--- src/sv/iol_pkg.sv ---
package iol_pkg;

    localparam int POS_W  = 5;
    localparam int LEN_W  = 5;
    localparam int WORD_W = 32;

    typedef logic [WORD_W-1:0] t_word;
    typedef logic [LEN_W-1:0]  t_len;

    typedef enum logic [1:0] {
        ACT_APPEND = 2'd0,
        ACT_INSERT = 2'd1,
        ACT_REMOVE = 2'd2,
        ACT_READ   = 2'd3
    } t_action;

    typedef enum logic [1:0] {
        ST_IDLE,
        ST_MOVE,
        ST_READ
    } t_state;

endpackage

--- src/sv/indexed_ordered_list.sv ---
// Channel   Direction  Handshake           Payload
// request   in         start, busy         i_action, i_position, i_new_item
// result    out        o_done (strobe)     o_accepted, o_read_value, o_length, o_empty_res
//
// A rejected request, an append, an insert at the tail and a removal of the last
// item complete in the cycle after they are taken. A read waits in ST_READ for the
// registered memory read data. An insert or a removal that moves entries runs in
// ST_MOVE; the entries move one per cycle through the single read and write ports of the entry memory.
// Reset is synchronous and active low; it empties the list, memory contents are kept.
// The result is shown for one cycle and cannot be stalled; a new request is taken
// in the same cycle.
module indexed_ordered_list #(
    parameter int DEPTH      = 16,
    parameter int ITEM_WIDTH = 32
) (
    input  logic               i_clk,
    input  logic               i_rst_n,
    input  logic               start,
    output logic               busy,
    input  logic [1:0]         i_action,
    input  logic [4:0]         i_position,
    input  logic signed [31:0] i_new_item,
    output logic               o_done,
    output logic               o_accepted,
    output logic signed [31:0] o_read_value,
    output logic [4:0]         o_length,
    output logic               o_empty_res
);

    localparam int AW = (DEPTH > 1) ? $clog2(DEPTH) : 1;
    localparam int CW = $clog2(DEPTH + 1);
    localparam int PW = (CW > iol_pkg::POS_W) ? CW : iol_pkg::POS_W;

    typedef logic [ITEM_WIDTH-1:0] t_entry;
    typedef logic [AW-1:0]         t_addr;
    typedef logic [CW-1:0]         t_cnt;
    typedef logic [PW-1:0]         t_cmp;

    iol_pkg::t_state  r_state, n_state;
    iol_pkg::t_action r_op, n_op;
    t_entry           r_item, n_item;
    t_addr            r_src, n_src;
    t_addr            r_dst, n_dst;
    t_cnt             r_left, n_left;
    logic             r_rvalid, n_rvalid;
    t_cnt             r_count, n_count;
    logic             r_done, n_done;
    logic             r_accepted, n_accepted;
    iol_pkg::t_word   r_read_value, n_read_value;
    iol_pkg::t_len    r_length, n_length;
    logic             r_empty, n_empty;

    logic             ram_we, ram_re;
    t_addr            ram_waddr, ram_raddr;
    t_entry           ram_wdata, ram_rdata;

    iol_pkg::t_action act;
    t_cmp             pos_c, cnt_c;
    t_cnt             moves;
    logic             take, full, ok;

    iol_ram #(
        .WIDTH(ITEM_WIDTH),
        .DEPTH(DEPTH)
    ) u_ram (
        .i_clk  (i_clk),
        .i_we   (ram_we),
        .i_waddr(ram_waddr),
        .i_wdata(ram_wdata),
        .i_re   (ram_re),
        .i_raddr(ram_raddr),
        .o_rdata(ram_rdata)
    );

    assign act   = iol_pkg::t_action'(i_action);
    assign pos_c = t_cmp'(i_position);
    assign cnt_c = t_cmp'(r_count);
    assign full  = (r_count == t_cnt'(DEPTH));
    assign take  = start && (r_state == iol_pkg::ST_IDLE);

    always_comb begin
        case (act)
            iol_pkg::ACT_APPEND: ok = !full;
            iol_pkg::ACT_INSERT: ok = !full && (pos_c <= cnt_c);
            default:             ok = (pos_c < cnt_c);
        endcase
        if (act == iol_pkg::ACT_INSERT) begin
            moves = t_cnt'(cnt_c - pos_c);
        end else begin
            moves = t_cnt'(cnt_c - pos_c - t_cmp'(1));
        end
    end

    always_comb begin
        n_state = r_state;
        case (r_state)
            iol_pkg::ST_IDLE: begin
                if (take && ok) begin
                    if (act == iol_pkg::ACT_READ) begin
                        n_state = iol_pkg::ST_READ;
                    end else if ((act == iol_pkg::ACT_INSERT || act == iol_pkg::ACT_REMOVE)
                                 && moves != '0) begin
                        n_state = iol_pkg::ST_MOVE;
                    end
                end
            end
            iol_pkg::ST_MOVE: begin
                if (r_left == '0 && !r_rvalid) begin
                    n_state = iol_pkg::ST_IDLE;
                end
            end
            iol_pkg::ST_READ: n_state = iol_pkg::ST_IDLE;
            default:          n_state = iol_pkg::ST_IDLE;
        endcase
    end

    always_comb begin
        busy         = (r_state != iol_pkg::ST_IDLE);
        n_op         = r_op;
        n_item       = r_item;
        n_src        = r_src;
        n_dst        = r_dst;
        n_left       = r_left;
        n_rvalid     = 1'b0;
        n_count      = r_count;
        n_done       = 1'b0;
        n_accepted   = r_accepted;
        n_read_value = r_read_value;
        n_length     = r_length;
        n_empty      = r_empty;
        ram_we       = 1'b0;
        ram_waddr    = r_dst;
        ram_wdata    = r_item;
        ram_re       = 1'b0;
        ram_raddr    = r_src;

        case (r_state)
            iol_pkg::ST_IDLE: begin
                if (take) begin
                    n_op   = act;
                    n_item = t_entry'(i_new_item);
                    n_read_value = '0;
                    n_accepted   = ok;
                    if (!ok) begin
                        n_done = 1'b1;
                    end else begin
                        case (act)
                            iol_pkg::ACT_APPEND: begin
                                ram_we    = 1'b1;
                                ram_waddr = t_addr'(r_count);
                                ram_wdata = t_entry'(i_new_item);
                                n_count   = r_count + t_cnt'(1);
                                n_done    = 1'b1;
                            end
                            iol_pkg::ACT_INSERT: begin
                                if (moves == '0) begin
                                    ram_we    = 1'b1;
                                    ram_waddr = t_addr'(pos_c);
                                    ram_wdata = t_entry'(i_new_item);
                                    n_count   = r_count + t_cnt'(1);
                                    n_done    = 1'b1;
                                end else begin
                                    n_src  = t_addr'(r_count - t_cnt'(1));
                                    n_dst  = t_addr'(r_count);
                                    n_left = moves;
                                end
                            end
                            iol_pkg::ACT_REMOVE: begin
                                if (moves == '0) begin
                                    n_count = r_count - t_cnt'(1);
                                    n_done  = 1'b1;
                                end else begin
                                    n_src  = t_addr'(pos_c + t_cmp'(1));
                                    n_dst  = t_addr'(pos_c);
                                    n_left = moves;
                                end
                            end
                            default: begin
                                ram_re    = 1'b1;
                                ram_raddr = t_addr'(pos_c);
                            end
                        endcase
                    end
                end
            end
            iol_pkg::ST_MOVE: begin
                if (r_left != '0) begin
                    ram_re    = 1'b1;
                    ram_raddr = r_src;
                    n_left    = r_left - t_cnt'(1);
                    n_rvalid  = 1'b1;
                    if (r_op == iol_pkg::ACT_INSERT) begin
                        n_src = r_src - t_addr'(1);
                    end else begin
                        n_src = r_src + t_addr'(1);
                    end
                end
                if (r_rvalid) begin
                    ram_we    = 1'b1;
                    ram_waddr = r_dst;
                    ram_wdata = ram_rdata;
                    if (r_op == iol_pkg::ACT_INSERT) begin
                        n_dst = r_dst - t_addr'(1);
                    end else begin
                        n_dst = r_dst + t_addr'(1);
                    end
                end
                if (r_left == '0 && !r_rvalid) begin
                    n_done = 1'b1;
                    if (r_op == iol_pkg::ACT_INSERT) begin
                        ram_we    = 1'b1;
                        ram_waddr = r_dst;
                        ram_wdata = r_item;
                        n_count   = r_count + t_cnt'(1);
                    end else begin
                        n_count = r_count - t_cnt'(1);
                    end
                end
            end
            iol_pkg::ST_READ: begin
                n_done       = 1'b1;
                n_read_value = iol_pkg::t_word'(ram_rdata);
            end
            default: begin
                n_done = 1'b0;
            end
        endcase

        if (n_done) begin
            n_length = iol_pkg::t_len'(n_count);
            n_empty  = (n_count == '0);
        end
    end

    always_ff @(posedge i_clk) begin
        if (!i_rst_n) begin
            r_state  <= iol_pkg::ST_IDLE;
            r_count  <= '0;
            r_rvalid <= 1'b0;
            r_done   <= 1'b0;
            r_left   <= '0;
        end else begin
            r_state  <= n_state;
            r_count  <= n_count;
            r_rvalid <= n_rvalid;
            r_done   <= n_done;
            r_left   <= n_left;
        end
    end

    always_ff @(posedge i_clk) begin
        r_op         <= n_op;
        r_item       <= n_item;
        r_src        <= n_src;
        r_dst        <= n_dst;
        r_accepted   <= n_accepted;
        r_read_value <= n_read_value;
        r_length     <= n_length;
        r_empty      <= n_empty;
    end

    assign o_done       = r_done;
    assign o_accepted   = r_accepted;
    assign o_read_value = r_read_value;
    assign o_length     = r_length;
    assign o_empty_res  = r_empty;

`ifndef SYNTHESIS
    a_done_in_idle: assert property (@(posedge i_clk) disable iff (!i_rst_n)
        r_done |-> (r_state == iol_pkg::ST_IDLE))
        else $error("Result strobe while a transaction is still in progress.");

    a_count_bound: assert property (@(posedge i_clk) disable iff (!i_rst_n)
        r_count <= t_cnt'(DEPTH))
        else $error("Item count exceeds the list depth.");

    a_no_rw_overlap: assert property (@(posedge i_clk) disable iff (!i_rst_n)
        (ram_we && ram_re) |-> (ram_waddr != ram_raddr))
        else $error("Entry memory read and written at the same address.");

    a_reject_zero: assert property (@(posedge i_clk) disable iff (!i_rst_n)
        (r_done && !r_accepted) |-> (r_read_value == '0))
        else $error("Rejected transaction returns a nonzero read value.");

    a_count_step: assert property (@(posedge i_clk) disable iff (!i_rst_n)
        (r_count != $past(r_count)) |-> $past(n_done))
        else $error("Item count changed without a completed transaction.");
`endif

endmodule

--- src/sv/iol_ram.sv ---
module iol_ram #(
    parameter int WIDTH = 32,
    parameter int DEPTH = 16
) (
    input  logic                                        i_clk,
    input  logic                                        i_we,
    input  logic [((DEPTH > 1) ? $clog2(DEPTH) : 1)-1:0] i_waddr,
    input  logic [WIDTH-1:0]                            i_wdata,
    input  logic                                        i_re,
    input  logic [((DEPTH > 1) ? $clog2(DEPTH) : 1)-1:0] i_raddr,
    output logic [WIDTH-1:0]                            o_rdata
);

    logic [WIDTH-1:0] r_mem [DEPTH];
    logic [WIDTH-1:0] r_rdata;

    always_ff @(posedge i_clk) begin
        if (i_we) begin
            r_mem[i_waddr] <= i_wdata;
        end
        if (i_re) begin
            r_rdata <= r_mem[i_raddr];
        end
    end

    assign o_rdata = r_rdata;

endmodule
--- config.mk ---
export PLATFORM = sky130hd
export DESIGN_NAME = indexed_ordered_list
export DESIGN_NICKNAME = d
export VERILOG_FILES = /design/src/sv/iol_pkg.sv /design/src/sv/indexed_ordered_list.sv /design/src/sv/iol_ram.sv
export SDC_FILE = /design/constraint.sdc
export NUM_CORES = 1
export LEC_CHECK = 0
export CAP_MARGIN = 20
export CELL_PAD_IN_SITES_DETAIL_PLACEMENT = 1
export CELL_PAD_IN_SITES_GLOBAL_PLACEMENT = 1
export CORE_ASPECT_RATIO = 1.75
export CORE_MARGIN = 4
export CORE_UTILIZATION = 51
export CTS_CLUSTER_DIAMETER = 120
export DETAILED_ROUTE_END_ITERATION = 6
export DONT_BUFFER_PORTS = 1
export PLACE_DENSITY_LB_ADDON = 0.1
export SYNTH_ARGS = -nofsm -noshare
export SYNTH_HDL_FRONTEND = slang
export SYNTH_SLANG_ARGS = --single-unit
--- constraint.sdc ---
create_clock -name i_clk -period 7.2 [get_ports i_clk]
set_input_delay 1.08 -clock i_clk [delete_from_list [all_inputs] [get_ports i_clk]]
set_output_delay 1.08 -clock i_clk [all_outputs]
set_load 0.02 [all_outputs]
==> results of run 1 <==
## logic make-up (layout without fill, tap and decap cells)
| group | count (synthesis) | count (layout) |
|---|---|---|
| AND/OR/NAND/NOR | 629 | 629 |
| flip-flops | 639 | 639 |
| other | 0 | 5 |
| XOR/XNOR | 23 | 23 |
| AO/OA/AOI/OAI | 529 | 529 |
| buffers and inverters | 179 | 207 |
| adder cells (fa/ha/maj) | 21 | 21 |
| multiplexers | 18 | 18 |
## area by class of cell
class	instances	area share [%]
Sequential cell	639	62.6
Multi-Input combinational cell	1220	26.0
Clock buffer	66	4.80
Tap cell	684	2.81
Timing Repair Buffer	76	2.16
Clock inverter	40	1.33
Inverter	25	0.312
Antenna cell	5	0.0411
## state kept, by name, summed over array words and instances (netlist names)
| name | count |
|---|---|
| o_length | 5 |
| r_op | 2 |
| cnt_c | 5 |
| o_read_value | 32 |
| r_rvalid | 1 |
| r_item | 32 |
| r_dst | 4 |
| u_ram.r_mem | 512 |
| o_accepted | 1 |
| o_done | 1 |
| r_src | 4 |
| o_empty_res | 1 |
| r_left | 5 |
| u_ram.o_rdata | 32 |
| r_state | 2 |
## cells in the mapped netlist, types with 15 or more instances
library cell / instances / area (um2)
a211oi_1: 80 / 601
a211oi_2: 21 / 263
a21oi_1: 61 / 305
a22oi_1: 31 / 233
a311o_1: 25 / 250
a311oi_1: 81 / 709
and3_1: 140 / 876
buf_2: 25 / 125
clkbuf_1: 114 / 428
edfxtp_1: 625 / 18800
ha_1: 18 / 225
inv_1: 23 / 86.3
nand2_1: 291 / 1090
nand3_1: 61 / 305
nor2_1: 41 / 154
nor2b_1: 24 / 150
o211ai_1: 15 / 113
o21ai_0: 72 / 360
o21ai_1: 21 / 105
o221ai_1: 17 / 149
## worst max path at each step
stage | start | to | slack [ps] | cells after the start
final | cnt_c[0] | u_ram.r_mem[15][19] | 1780 | 13
after global routing | cnt_c[0] | u_ram.r_mem[15][19] | 1560 | 13
after CTS | cnt_c[0] | u_ram.r_mem[15][18] | 1910 | 13
after detailed placement | i_position[3] | u_ram.r_mem[15][23] | 1520 | 10
after global placement | i_position[0] | u_ram.r_mem[3][4] | 1710 | 11
after floorplan | i_position[2] | u_ram.r_mem[13][0] | 850 | 12
## worst max-delay path: cells and delay by family, from the launching register on
family,cells,cell delay (ps)
AO/OA/AOI/OAI,4,1100
AND/OR/NAND/NOR,3,1480
flip-flops,1,550
buffers and inverters,2,620
XOR/XNOR,1,250
adder cells (fa/ha/maj),3,1010
## routing by layer
layer	global-route usage, %	share of wire, %
met2	55.8	51
met5	0	0.021
met3	4.30	7.3
met1	38.0	36
met4	16.3	6.1
## where the power goes
part | internal [mW] | switching (mW) | total, mW
combinational | 0.201 | 0.504 | 0.705
sequential | 4.21 | 0.0574 | 4.26
clock | 1.71 | 1.39 | 3.11
total | 6.12 | 1.96 | 8.08
## stage by stage
step | cell area, um2 | worst slack, ps | hold slack (ps) | util, %
3_5_place_dp | 28500 | 1520 | 494 | 53.4
6_report | 30500 | 1780 | 499 | 57.0
4_1_cts | 30400 | 1910 | 505 | 56.9
3_3_place_gp | 28500 | 1710 | 491 | 53.4
5_1_grt | 30400 | 1560 | 523 | 57.0
2_1_floorplan | 27600 | 849 | 454 | -
==> run summary, run 1 <==
commonest non-fill, non-tap cell in the layout - edfxtp_1
DRT iter0 DRCs - 2,036
Num CTS Buffers - 56
worst hold path type - flop to flop
maximum VDD drop - 0.251 mV
multiplexer share of the synthesized area - 0.672%
reg2reg path depth - 13
Synth Area in Simple Gates - 11.2%
Sum Neg Setup Slack - 0 ps
Endpoint, Worst Hold - r_left[2]
TritonCTS clock tree - yes
Syn Inst Count - 2,038
Max-Cap Viols - 0
ys async rst share - 0%
Critical Path Start Type - flop
vias in the first global route - 20,000
hold violation count in the final report - 0
Final setup viols - 0
min Tclk post-route - 5420 ps
number of synthesized flops with an enable pin - 625
initial antenna violation count - 6
crit share post-route - 75.3%
static leakage - 10.3 nW
Synth Area in XOR/XNOR - 0.812%
Detail Route Antenna Nets - 0
Slew @ Worst Pin - 1190 ps
Most Frequent Cell on Critical Path - ha_1
drt pass-1 iters - 5
post-route DRC violation count - 0
post-synth net total - 2,101
compound-cell area share of the yosys netlist - 14.5%
hold-fix buffers at CTS - 0
FMAX - 0.184 GHz
Clock Tree Root - clkbuf_16
NumNets Final - 2,081
P&R area growth vs syn - 10.5%
Top FF cell, synth - edfxtp_1
post-synthesis sequential area ratio - 69.1%
Avg WL per Cell - 33.9 um
placed insts - 2,641
Die H - 316 um
RSZ-0062 raised after global routing - no
Crit Path Max Fanout - 19
first-pass GRT wire length - 135,000 um
placed wire-length estimate - 55,300 um
GR Util All Layers - 31.8%
total gr overflow - 0
CP max stage cell - and3b_2
Routed WL - 93,500 um
hold_sp - r_left[2]
Starting Density - 51.6%
largest family of logic cells by synthesized area - compound AO/OA/AOI/OAI gates
crit-path cells - inv_1 -> ha_1 -> fa_1 -> ha_1 -> nor2b_1 -> xor2_1 -> a21oi_1 -> o21a_1 -> nand2_1 -> a22o_1 -> a221o_1 -> and3b_2 -> buf_4
Required @ worst endpoint - 7500 ps
Avg Inst Size Synth - 13.5 um2
fill cell count - 5,124
Slew HR - 20.7%
H-tree Lvls - 2
total power - 8.08 mW
mapped cell area - 27,600 um2
Post-Layout Cell Count - 2,755
die width - 184 um
Post-Synth Adder-Cell Area - 1.03%
setup slack, reg-to-reg - 1780 ps
CP Class - flop to flop
Via-to-Cell Ratio - 6.95
number of synthesis warnings - 0
Yosys reg bits - 639
DIE AREA - 58,000 um2
crit end category - flop
Worst-path clk slew - 70 ps
Final Slew Violations - 0
largest net degree at the start of global routing - 86
status - complete, no violations
FF-to-FF Start - cnt_c[0]
Post-CTS Resized - 0
via count - 19,100
Multi-input gate area - 7910 um2
Cell Pwr Density - 265 nW/um2
Setup Fix Bufs, Post-CTS - 0
share of cells above drive strength 1 - 11.7%
Register Area - 19,100 um2
number of port buffers - 0
I/O pin count - 83
Core Rows - 112
hold path depth - 2
WP data arrival - 5720 ps
post-synthesis cell type count - 82
core area - 53,400 um2
clock skew - 20.6 ps
Final Wtd Congestion - 0.905
Largest stage delay, worst path - 790 ps
R2R Path End - u_ram.r_mem[15][19]
clk sink count - 639
commonest non-fill, non-tap cells in the layout - 625 x edfxtp_1, 287 x nand2_1, 140 x and3_1
clk buf depth - 3
clock latency on the worst-skew pair - 630 ps
No activity file was read; power rests on OpenSTA's default activity.
==> run 2: changes to the inputs <==
--- a/config.mk
+++ b/config.mk
@@ -10,7 +10,7 @@
 export CELL_PAD_IN_SITES_GLOBAL_PLACEMENT = 1
 export CORE_ASPECT_RATIO = 1.75
 export CORE_MARGIN = 4
-export CORE_UTILIZATION = 51
+export CORE_UTILIZATION = 48
 export CTS_CLUSTER_DIAMETER = 120
 export DETAILED_ROUTE_END_ITERATION = 6
 export DONT_BUFFER_PORTS = 1
==> constraint.sdc (replaced) <==
create_clock -name i_clk -period 4.5 [get_ports i_clk]
set_input_delay 0.675 -clock i_clk [delete_from_list [all_inputs] [get_ports i_clk]]
set_output_delay 0.675 -clock i_clk [all_outputs]
set_load 0.02 [all_outputs]
==> run 2 against run 1 <==
  * Cell count up 5.6%
  * Via count down 1.3%
  * Fmax up 30%
  * Die area up 6.0%
  * Largest cell class unchanged
  * Register-to-register slack worse by 1500 ps
==> run summary, run 2 (synthesized netlist as in run 1, its figures left out) <==
reg2reg path depth - 13
Clock Tree Root - clkbuf_16
Worst-path clk slew - 70 ps
clock latency on the worst-skew pair - 650 ps
total gr overflow - 0
post-route DRC violation count - 0
commonest non-fill, non-tap cells in the layout - 625 x edfxtp_1, 287 x nand2_1, 140 x and3_1
placed wire-length estimate - 61,600 um
Cell Pwr Density - 406 nW/um2
crit share post-route - 92.9%
drt pass-1 iters - 7
Finished Cell Area - 31,500 um2
crit end category - flop
first-pass GRT wire length - 135,000 um
CP Class - flop to flop
clk sink count - 639
static leakage - 10.8 nW
number of port buffers - 0
Critical Path Start Type - flop
Max-Cap Viols - 0
hold violation count in the final report - 0
worst hold path type - input port to flop
core area - 57,000 um2
Required @ worst endpoint - 4870 ps
largest net degree at the start of global routing - 57
Top reg by flops - u_ram.r_mem
share of cells above drive strength 1 - 14.7%
DIE AREA - 61,500 um2
Avg WL per Cell - 31.6 um
Sum Neg Setup Slack - 0 ps
via count - 18,900
min Tclk post-route - 4180 ps
Setup Fix Bufs, Post-CTS - 0
Core Rows - 116
die width - 189 um
P&R area growth vs syn - 14.4%
# diodes - 0
Final setup viols - 0
vias in the first global route - 19,900
clk buf depth - 3
I/O pin count - 83
Final Slew Violations - 0
WP data arrival - 4550 ps
Post-Place Cell Area - 29,800 um2
Slew HR - 44.5%
Die H - 325 um
Final Wtd Congestion - 0.954
GR Util All Layers - 29.6%
clock skew - 15.1 ps
max FFs per register - 512
Slew @ Worst Pin - 830 ps
maximum VDD drop - 0.329 mV
Post-CTS Resized - 0
status - complete, no violations
Crit Path Max Fanout - 16
initial antenna violation count - 2
commonest non-fill, non-tap cell in the layout - edfxtp_1
Routed WL - 92,000 um
hold-fix buffers at CTS - 0
H-tree Lvls - 2
Num CTS Buffers - 57
Detail Route Antenna Nets - 0
DRT iter0 DRCs - 1,681
TritonCTS clock tree - yes
FMAX - 0.239 GHz
hold path depth - 0
Via-to-Cell Ratio - 6.49
NumNets Final - 2,165
Starting Density - 48.3%
RSZ-0062 raised after global routing - no
==> run 2: cell types whose count changed in the layout (fill, tap and decap cells not counted), moves of 5 or more <==
| cell | delta |
|---|---|
| nor3b_4 | +8 |
| clkbuf_1 | +6 |
| buf_4 | +49 |
| nor3b_2 | -8 |
| diode_2 | -5 |
| buf_12 | +37 |
| clkinv_2 | -9 |
==> run 2: path summary, 6_finish.rpt <==
check | from | end | slack (ps)
min reg2reg | r_left[2] | r_left[2] | 510
max | cnt_c[0] | u_ram.r_mem[9][16] | 320
min | i_new_item[18] | r_item[18] | 120
max reg2reg | cnt_c[0] | u_ram.r_mem[9][16] | 320
==> run 2: metal layers <==
layer	share of wire, %	global-route usage (%)
met2	51	51.6
met4	6.0	14.6
met3	5.9	4.84
met1	37	35.5
met5	0	0
==> run 2: report_power, final <==
group	internal (mW)	switching [mW]
clock	2.51	2.20
combinational	0.409	0.871
sequential	6.73	0.0839
==> run 2: stage by stage <==
| stage | total power [mW] | setup WS [ps] | cells | utilization, % | hold WS (ps) |
|---|---|---|---|---|---|
| 2_1_floorplan | 7.61 | -354 | 2038 | - | 454 |
| 3_3_place_gp | 8.17 | 234 | 2808 | 52.2 | 483 |
| 3_5_place_dp | 8.21 | 213 | 2810 | 52.2 | 489 |
| 4_1_cts | 12.9 | 347 | 2910 | 55.3 | 86.0 |
| 5_1_grt | 13.2 | 34.5 | 2910 | 55.3 | 92.8 |
| 6_report | 12.8 | 318 | 2910 | 55.3 | 122 |
==> run 2: critical path, cell delays in order (launching register included) <==
cell and delay [ps]:
dfxtp_1 320, inv_1 210, ha_1 270, fa_1 490, ha_1 220, nor2b_1 140, xor2_1 150, a21oi_1 200
o21ai_1 260, o21ai_1 330, nand2_1 470, a221oi_1 520, nor2_1 100, buf_4 220
==> run 2: cell type report <==
type | count | area, um2
fillers | 5466 | 25500
flip-flops and latches | 639 | 19000
multi-input cells | 1220 | 7990
repair buffers | 159 | 1700
clock buffers | 72 | 1480
well taps | 767 | 960
clock inverters | 28 | 250
inverters | 25 | 95.1
